`config.mk`:
```
export PLATFORM = sky130hd
export DESIGN_NAME = rsh_cordic_cell
export DESIGN_NICKNAME = d
export VERILOG_FILES = /design/src/sv/rsh_pkg.sv /design/src/sv/rsh_cordic_cell.sv
export SDC_FILE = /design/constraint.sdc
export NUM_CORES = 1
export LEC_CHECK = 0
export BUFFER_PORTS_ARGS = -buffer_cell sky130_fd_sc_hd__buf_2
export CAP_MARGIN = 10
export CELL_PAD_IN_SITES_DETAIL_PLACEMENT = 0
export CELL_PAD_IN_SITES_GLOBAL_PLACEMENT = 1
export CORE_AREA = 2 2 148 150
export CTS_BUF_LIST = sky130_fd_sc_hd__clkbuf_16
export CTS_CLUSTER_DIAMETER = 200
export CTS_CLUSTER_SIZE = 24
export DETAILED_ROUTE_END_ITERATION = 8
export DIE_AREA = 0 0 150 152
export PLACE_DENSITY_LB_ADDON = 0.25
export SYNTH_ARGS = -nofsm -noshare
export SYNTH_HDL_FRONTEND = slang
export SYNTH_SLANG_ARGS = --single-unit
```
`constraint.sdc`:
```
create_clock -name i_clk -period 7.8 [get_ports i_clk]
set_input_delay 0.39 -clock i_clk [delete_from_list [all_inputs] [get_ports i_clk]]
set_output_delay 0.39 -clock i_clk [all_outputs]
set_load 0.005 [all_outputs]
```
`src/sv/rsh_pkg.sv`:
```
// ============================================================================
// rsh_pkg: shared types, constants and tables for the spherical harmonic block
// Fixed-point constants, CORDIC arctangent table, Legendre recurrence
// coefficient tables and the sequencer state type.
// ============================================================================
`default_nettype none

package rsh_pkg;

    // Defaults for the top-level parameters
    localparam int MAX_DEGREE_DEF = 8;
    localparam int ANGLE_BITS_DEF = 16;
    localparam int FRAC_BITS_DEF  = 16;

    // Internal number format: signed Q30 in a 34-bit word
    localparam int QW         = 34;
    localparam int ZW         = 33;
    localparam int CW         = 32;
    localparam int Q_SHIFT    = 30;
    localparam int COEF_SHIFT = 24;
    localparam int CORDIC_STEPS = 30;
    localparam int TAB_N      = 16;
    localparam int OUT_W      = 20;

    localparam logic [30:0]          HALF_PI_Q30     = 31'd1686629713;
    localparam logic signed [QW-1:0] CORDIC_GAIN_Q30 = 34'sd652032874;
    localparam logic signed [QW-1:0] INV_SQRT_4PI_Q30 = 34'sd302896976;
    localparam logic signed [QW-1:0] SQRT2_Q30       = 34'sd1518500250;

    localparam logic [31:0] ATAN_TAB [CORDIC_STEPS] = '{
        32'h3243F6A8, 32'h1DAC6705, 32'h0FADBAFC, 32'h07F56EA6, 32'h03FEAB76,
        32'h01FFD55B, 32'h00FFFAAA, 32'h007FFF55, 32'h003FFFEA, 32'h001FFFFD,
        32'h000FFFFF, 32'h0007FFFF, 32'h0003FFFF, 32'h0001FFFF, 32'h0000FFFF,
        32'h00007FFF, 32'h00003FFF, 32'h00001FFF, 32'h00000FFF, 32'h000007FF,
        32'h000003FF, 32'h000001FF, 32'h000000FF, 32'h0000007F, 32'h0000003F,
        32'h0000001F, 32'h0000000F, 32'h00000008, 32'h00000004, 32'h00000002
    };

    typedef logic [CW-1:0]                        t_coef;
    typedef logic [TAB_N-1:0][CW-1:0]             t_coef_row;
    typedef logic [TAB_N-1:0][TAB_N-1:0][CW-1:0]  t_coef_sq;

    // One beat travelling down the CORDIC chain
    typedef struct packed {
        logic                 valid;
        logic                 tag;
        logic [1:0]           quad;
        logic signed [QW-1:0] x;
        logic signed [QW-1:0] y;
        logic signed [ZW-1:0] z;
    } t_cord;

    typedef enum logic [3:0] {
        S_IDLE, S_FEED_TH, S_FEED_PH, S_WAIT,
        S_SEC_A, S_SEC_B, S_P1_A, S_P1_B,
        S_REC_A, S_REC_B, S_REC_C, S_AZ_A, S_AZ_B, S_RND
    } t_state;

    // floor(sqrt(num * 2^48 / den)): largest r with r*r*den <= num * 2^48
    function automatic t_coef coef_q24(input longint unsigned num,
                                       input longint unsigned den);
        logic [127:0] tgt;
        logic [127:0] sq;
        logic [31:0]  r;
        logic [31:0]  trial;
        tgt = {64'd0, num} << 48;
        r   = '0;
        if (den == 0) begin
            return '0;
        end
        for (int i = 31; i >= 0; i--) begin
            trial = r | (32'd1 << i);
            sq    = {96'd0, trial} * {96'd0, trial} * {64'd0, den};
            if (sq <= tgt) begin
                r = trial;
            end
        end
        return r;
    endfunction

    function automatic t_coef_sq build_a();
        t_coef_sq t;
        t = '0;
        for (int ll = 1; ll < TAB_N; ll++) begin
            for (int am = 0; am < ll; am++) begin
                t[ll][am] = coef_q24(longint'(4 * ll * ll - 1), longint'(ll * ll - am * am));
            end
        end
        return t;
    endfunction

    function automatic t_coef_sq build_b();
        t_coef_sq t;
        t = '0;
        for (int ll = 2; ll < TAB_N; ll++) begin
            for (int am = 0; am <= ll - 2; am++) begin
                t[ll][am] = coef_q24(longint'((ll - 1) * (ll - 1) - am * am),
                                     longint'(4 * (ll - 1) * (ll - 1) - 1));
            end
        end
        return t;
    endfunction

    function automatic t_coef_row build_cs();
        t_coef_row t;
        t = '0;
        for (int k = 1; k < TAB_N; k++) begin
            t[k] = coef_q24(longint'(2 * k + 1), longint'(2 * k));
        end
        return t;
    endfunction

    function automatic t_coef_row build_cp();
        t_coef_row t;
        t = '0;
        for (int am = 0; am < TAB_N; am++) begin
            t[am] = coef_q24(longint'(2 * am + 3), 64'd1);
        end
        return t;
    endfunction

    localparam t_coef_sq  A_TAB  = build_a();
    localparam t_coef_sq  B_TAB  = build_b();
    localparam t_coef_row CS_TAB = build_cs();
    localparam t_coef_row CP_TAB = build_cp();

endpackage

`default_nettype wire

```
`src/sv/rsh_cordic_cell.sv`:
```
// ============================================================================
// rsh_cordic_cell: one rotation step of the CORDIC chain
// Rotates by the arctangent of 2^-IDX towards zero residual angle and
// registers the beat for the next cell.
// ============================================================================
`default_nettype none

module rsh_cordic_cell #(
    parameter int IDX = 0
) (
    input  wire logic           i_clk,
    input  wire logic           i_rst_n,
    input  wire rsh_pkg::t_cord i_cord,
    output rsh_pkg::t_cord      o_cord
);

    rsh_pkg::t_cord r_cord;
    rsh_pkg::t_cord n_cord;

    logic signed [rsh_pkg::QW-1:0] sx;
    logic signed [rsh_pkg::QW-1:0] sy;
    logic signed [rsh_pkg::ZW-1:0] ang;

    always_comb begin
        sx  = i_cord.x >>> IDX;
        sy  = i_cord.y >>> IDX;
        ang = $signed({1'b0, rsh_pkg::ATAN_TAB[IDX]});
        n_cord = i_cord;
        if (!i_cord.z[rsh_pkg::ZW-1]) begin
            n_cord.x = i_cord.x - sy;
            n_cord.y = i_cord.y + sx;
            n_cord.z = i_cord.z - ang;
        end else begin
            n_cord.x = i_cord.x + sy;
            n_cord.y = i_cord.y - sx;
            n_cord.z = i_cord.z + ang;
        end
    end

    always_ff @(posedge i_clk) begin
        if (!i_rst_n) begin
            r_cord.valid <= 1'b0;
        end else begin
            r_cord.valid <= n_cord.valid;
        end
        r_cord.tag  <= n_cord.tag;
        r_cord.quad <= n_cord.quad;
        r_cord.x    <= n_cord.x;
        r_cord.y    <= n_cord.y;
        r_cord.z    <= n_cord.z;
    end

    assign o_cord = r_cord;

endmodule

`default_nettype wire

```
==> results of run 1 <==
## per-stage QoR
step           setup slack (ns)  total power, W  utilization, %  cell area, um2
5_1_grt                   3.323        0.002003           49.40           10550
6_report                  3.622        0.001880           49.40           10550
3_5_place_dp              3.270        0.001450           48.12           10270
4_1_cts                   3.643        0.001893           49.40           10550
3_3_place_gp              3.387        0.001449           48.12           10270
2_1_floorplan             4.092        0.001166               -            9026
## cell families (layout without fill, tap and decap cells)
| group | after synthesis | count (layout) |
|---|---|---|
| xor+xnor | 90 | 90 |
| compound gates | 372 | 372 |
| mux | 15 | 15 |
| buf+inv | 158 | 343 |
| simple gates | 269 | 269 |
| flops | 104 | 104 |
| fa+ha+maj | 131 | 131 |
## power by group through the flow
stage	clock, W	sequential [W]	combinational (W)
2_1_floorplan	0	0.000710	0.000456
3_3_place_gp	0	0.000692	0.000757
3_5_place_dp	0	0.000693	0.000756
4_1_cts	0.000451	0.000681	0.000760
5_1_grt	0.000469	0.000691	0.000844
6_report	0.000437	0.000680	0.000763
## synth_stat cells, drive strengths merged, types with 7 or more instances
library cell    n  area, um2
o31ai          11      97.60
ha            127       1589
a21oi         121      609.3
o21ai          66      330.3
a31oi           9      62.56
nand3          15      75.07
a211oi         11      87.58
inv           111      416.7
buf            16      70.07
nand2          52      195.2
o21a           19      142.6
xnor2          76      665.6
a21o           35      262.8
clkbuf         28      105.1
nor2          113      424.2
or3             9      56.30
nor2b          14      87.58
nand4          12      75.07
xor2           14      122.6
dfxtp         104       2082
nor3           14      70.07
nor4            7      43.79
a211o           9      78.83
o21bai         20      150.1
mux2i          15      150.1
## how the worst min path moves through the flow
stage	start	end	slack [ns]	cells after the start
final	i_cord[2]	o_cord[2]$_DFF_P_	0.13	1
after CTS	i_cord[1]	o_cord[1]$_DFF_P_	0.12	1
after global routing	i_cord[1]	o_cord[1]$_DFF_P_	0.11	1
after global placement	i_cord[1]	o_cord[1]$_DFF_P_	0.49	1
after detailed placement	i_cord[1]	o_cord[1]$_DFF_P_	0.49	1
after floorplan	i_cord[0]	o_cord[0]$_DFF_P_	0.42	0
## final cells by class
| cell class | count | share of cell area, % |
|---|---|---|
| Timing Repair Buffer | 213 | 10.18 |
| Clock inverter | 7 | 0.4508 |
| Inverter | 114 | 4.057 |
| Multi-Input combinational cell | 877 | 60.12 |
| Tap cell | 280 | 3.321 |
| Clock buffer | 9 | 2.135 |
| Sequential cell | 104 | 19.74 |
## layer usage
metal	GRT usage, %	vias to the layer above	part of all wire (%)	routed length [um]
li1	-	4360	-	-
met1	29.87	4020	43	11570
met2	39.14	316	48	12760
met3	3.213	41	6.6	1752
met4	6.244	0	2.3	601
met5	0	-	0	0
## worst max-delay path: stages
cell and delay [ns]:
buf_4 0.40, clkinv_1 0.66, ha_1 0.54, a211o_1 0.30
a211o_1 0.31, a221oi_2 0.37, a21oi_2 0.15, a41o_1 0.32
a2111oi_4 0.35, o31ai_2 0.12, a31oi_2 0.23, nor2_1 0.08
a211oi_2 0.18
==> impl_metrics.py, run 1 <==
metrics = {
    "floorplan": {
        "dieArea_um2": 22800,
        "die_h_um": 152,
        "core_um2": 21350,
        "ios": 212,
        "start_util_pct": 42.28,
        "rows": 54,
        "die_x_um": 150,
    },
    "logic_synthesis": {
        "synth_top_family_by_area": "compound AO/OA/AOI/OAI gates",
        "synthArstFlopShare_pct": 0,
        "synth_ff_type": "dfxtp_1",
        "synth_compound_area_share_pct": 27.49,
        "synth_fa_ha_area_share_pct": 18.49,
        "synth_xor_area_share_pct": 8.733,
        "synth.distinct_cells": 80,
        "synthCells": 1139,
        "yosysSeqAreaShare_pct": 23.07,
        "syn_avg_cell_area_um2": 7.925,
        "yosysWarningCount": 0,
        "synth.area.mux_share_pct": 1.663,
        "syn-num-nets": 1377,
        "synth-edff-count": 0,
        "synth-simple-area-share_pct": 13.88,
        "syn_area_um2": 9026,
        "synth-seq-cells": 104,
    },
    "layout": {
        "fill_cells": 2225,
        "fin_cells": 1604,
        "mostFrequentLayoutCells": "buf_2 (210), ha_1 (127), a21oi_1 (120)",
        "layout_commonest_cell": "buf_2",
        "fin_nets": 1557,
        "drive_above_1_share_pct": 18.50,
        "layout-area-overhead-vs-synth_pct": 16.86,
        "n_antenna_cell": 0,
        "seqCellArea_um2": 2082,
        "largest_reg_flops": 104,
        "multi_input_area_um2": 6341,
    },
    "detailed_routing": {
        "drt_iter0_drc": 505,
        "routedWlPerCell_um": 16.63,
        "drt.antenna.violating_nets": 0,
        "viasPerCell": 5.447,
        "drt_wl_total_um": 26680,
        "first_pass_iters": 5,
        "via_count": 8737,
        "drc": 0,
    },
    "outcome": {
        "outcome": "completed",
    },
    "placement": {
        "post-place-cells": 1588,
        "place.gp.congestion": 0.9341,
        "io_buffers": 211,
        "hpwl_um": 21210,
    },
    "global_route": {
        "grt_max_degree": 66,
        "antenna_found_initial": 0,
        "grtUsageTotal_pct": 22.85,
        "grt_pass1_vias": 8360,
        "grt_pass1_wl_um": 42180,
        "grt.overflow.total": 0,
    },
    "worst_hold_path": {
        "hold_path.class": "in -> reg",
    },
    "worst_setup_path": {
        "worstSetupStartpointType": "input pin",
        "crit_arrival_ns": 4.46,
        "path_class": "in -> reg",
        "critPathMaxFanout": 37,
        "cp.required_ns": 8.08,
        "crit_start": "i_cord[32]",
        "endpoint_kind": "flip-flop",
        "crit_end": "o_cord[32]$_DFF_P_",
    },
    "power": {
        "power_leakage_nw": 5.145,
        "switchingPower_w": 0.0006826,
        "p_clk_share_pct": 23.2,
        "peakVddDrop_uv": 88.82,
        "pwr-share-comb_pct": 40.6,
        "swShare_pct": 36.31,
        "p_int_w": 0.001197,
        "pwr-share-seq_pct": 36.2,
        "powerDensity_nw_per_um2": 178.2,
    },
    "cts": {
        "ctsLongestPathBuffers": 2,
        "post-cts-setup-buffers": 0,
        "clk_pin_slew_ns": 0.07,
        "clock-root-buffer": "clkbuf_16",
        "clock_sinks": 104,
        "htree_levels": 3,
        "cts_tree": "yes",
        "cts_hold_buf": 0,
        "cts_made_buffers": 9,
        "cts_resized": 0,
    },
    "timing": {
        "worst_pin_slew_ns": 0.7462,
        "setup_violations": 0,
        "whs_ns": 0.1313,
        "layout_worst_path_cycle_share_pct": 53.56,
        "maxSlewViolCount": 0,
        "clock.fmax_ghz": 0.2394,
        "period_minus_slack_ns": 4.178,
        "hold_viol": 0,
        "max-slew-margin-rel_pct": 49.96,
        "rsz0062_at_grt": "no",
        "setup_tns_ns": 0,
    },
    "run": {
        "cap_violations": 0,
    },
}
Power figures use the tool's default switching activity.
==> inputs of run 2 (changes only) <==
- CORE_AREA: 2 2 148 150 -> 2 2 154 156
- DIE_AREA: 0 0 150 152 -> 0 0 156 158
- clock period: 7.8 -> 4.1 ns (I/O delays scaled with it)
==> run 2 against run 1 <==
  * Count of clock-buffer cells in the layout unchanged
  * Hold slack got worse by 0.084 ns
  * Non-clock buffer count increased by 12
  * Sequential power increased by 90%
  * Power increased by 96%
  * Combinational power increased by 93%
  * Largest cell class unchanged
==> impl_metrics.py, run 2 (synthesized netlist as in run 1, its figures left out) <==
metrics = {
    "worst_setup_path": {
        "worst_path_max_delay_cell": "ha_1",
        "cp.required_ns": 4.38,
        "crit_top_cell": "a211o_1",
        "worstSetupStartpointType": "input pin",
        "crit_family": "compound AO/OA/AOI/OAI gates",
        "path_class": "in -> reg",
        "crit_chain": "buf_4 -> clkinv_1 -> ha_1 -> a211o_1 -> a211o_1 -> a221oi_2 -> a21oi_2 -> a41o_1 -> a2111oi_4 -> o31ai_2 -> a31oi_2 -> nor2_1 -> a211oi_2",
        "critPathMaxFanout": 12,
        "crit_buf_inv": 2,
        "endpoint_kind": "flip-flop",
        "slowest_delay_ns": 0.44,
        "crit_arrival_ns": 3.53,
    },
    "detailed_routing": {
        "first_pass_iters": 5,
        "drc": 0,
        "drt.antenna.violating_nets": 0,
        "route.met3.wl_um": 1662,
        "drt_wl_total_um": 27440,
        "viasPerCell": 5.396,
        "routedWlPerCell_um": 16.87,
        "via_count": 8779,
        "drt_iter0_drc": 601,
        "met2_length_um": 12720,
        "top_layer": "met5",
        "wl_met1_um": 12120,
    },
    "timing": {
        "whs_ns": 0.04758,
        "setup_tns_ns": 0,
        "rsz0062_at_grt": "no",
        "hold_viol": 0,
        "layout_worst_path_cycle_share_pct": 79.16,
        "clock.fmax_ghz": 0.3081,
        "period_minus_slack_ns": 3.246,
        "setup_violations": 0,
        "maxSlewViolCount": 0,
        "max-slew-margin-rel_pct": 57.86,
        "worst_pin_slew_ns": 0.6321,
        "fin_ws_ns": 0.8543,
    },
    "cts": {
        "cts_resized": 0,
        "cts_tree": "yes",
        "clock-root-buffer": "clkbuf_16",
        "clock_sinks": 104,
        "ctsLongestPathBuffers": 2,
        "cts_made_buffers": 9,
        "htree_levels": 3,
        "clk_pin_slew_ns": 0.08,
    },
    "placement": {
        "place.gp.congestion": 0.9034,
        "hpwl_um": 21970,
        "dpl_cell_area_um2": 10330,
        "io_buffers": 211,
        "pre_cts_ws_ns": 0.4774,
    },
    "power": {
        "powerDensity_nw_per_um2": 345.1,
        "p_int_w": 0.002356,
        "pwr-share-comb_pct": 39.7,
        "switchingPower_w": 0.001336,
        "pwr-share-seq_pct": 35.0,
        "total_power_w": 0.003692,
        "power_leakage_nw": 5.213,
        "peakVddDrop_uv": 167.4,
        "p_clk_share_pct": 25.3,
        "swShare_pct": 36.19,
    },
    "layout": {
        "fill_cells": 2331,
        "finalInstanceArea_um2": 10700,
        "layout_commonest_cell": "buf_2",
        "drive_above_1_share_pct": 18.94,
        "mostFrequentLayoutCells": "buf_2 (210), ha_1 (127), a21oi_1 (120)",
        "layout-area-overhead-vs-synth_pct": 18.53,
        "largest_reg_flops": 104,
        "fin_nets": 1569,
    },
    "global_route": {
        "grt_max_degree": 52,
        "grt.overflow.total": 0,
        "grt_pass1_wl_um": 43200,
        "antenna_found_initial": 2,
        "grtUsageTotal_pct": 21.95,
        "grt_pass1_vias": 8405,
    },
    "worst_hold_path": {
        "hold_path.class": "in -> reg",
    },
    "floorplan": {
        "rows": 56,
        "ios": 212,
        "dieArea_um2": 24650,
        "core_um2": 23050,
        "start_util_pct": 39.16,
        "die_x_um": 156,
        "die_h_um": 158,
    },
    "outcome": {
        "outcome": "completed",
    },
    "run": {
        "cap_violations": 0,
    },
}
[run 2: changes by cell type in the layout (fill, tap and decap cells not counted), sizes merged]
| cell | previous run | this run |
|---|---|---|
| clkinv | 5 | 6 |
| dlygate4sd3 | 0 | 6 |
| inv | 115 | 114 |
| bufinv | 0 | 1 |
| diode | 0 | 1 |
| buf | 213 | 219 |
| clkinvlp | 1 | 0 |
[run 2: final timing paths]
check | from | end | slack (ns) | cells past startpoint
hold / removal | i_cord[104] | o_cord[104]$_SDFF_PN0_ | 0.05 | 2
setup / recovery | i_cord[32] | o_cord[32]$_DFF_P_ | 0.85 | 13
[run 2: power by group through the flow]
stage	combinational (W)	sequential (W)	clock (W)
after floorplan	0.000868	0.00135	0
after global placement	0.00146	0.00132	0
after detailed placement	0.00146	0.00132	0
after CTS	0.00147	0.00130	0.000959
after global routing	0.00162	0.00131	0.000993
final	0.00147	0.00129	0.000933
[run 2: final cells by class]
type                    count  area [um2]  share of cell area, %
flip-flops and latches    104        2082                  19.46
inverters                 114       427.9                  4.000
diodes                      1       2.502                0.02339
well taps                 290       362.8                  3.391
clock inverters             7       78.83                 0.7368
clock buffers               9       225.2                  2.105
repair buffers            225        1179                  11.02
multi-input cells         877        6341                  59.27
[run 2: layer usage]
metal,vias to the layer above,global-route usage (%)
met5,-,0
met4,2,9.305
met1,3998,28.40
met2,339,36.81
li1,4382,-
met3,58,2.902
[run 2: metrics by stage]
stage | util [%] | std cells
after global placement | 44.82 | 1604
final | 46.41 | 1627
after global routing | 46.41 | 1627
after detailed placement | 44.82 | 1604
after CTS | 46.40 | 1626
after floorplan | - | 1139
[run 2: repair_timing]
action,4_1_cts,5_1_grt
hold endpoints to repair,6,0
buffers inserted,0,0
hold buffers,6,0
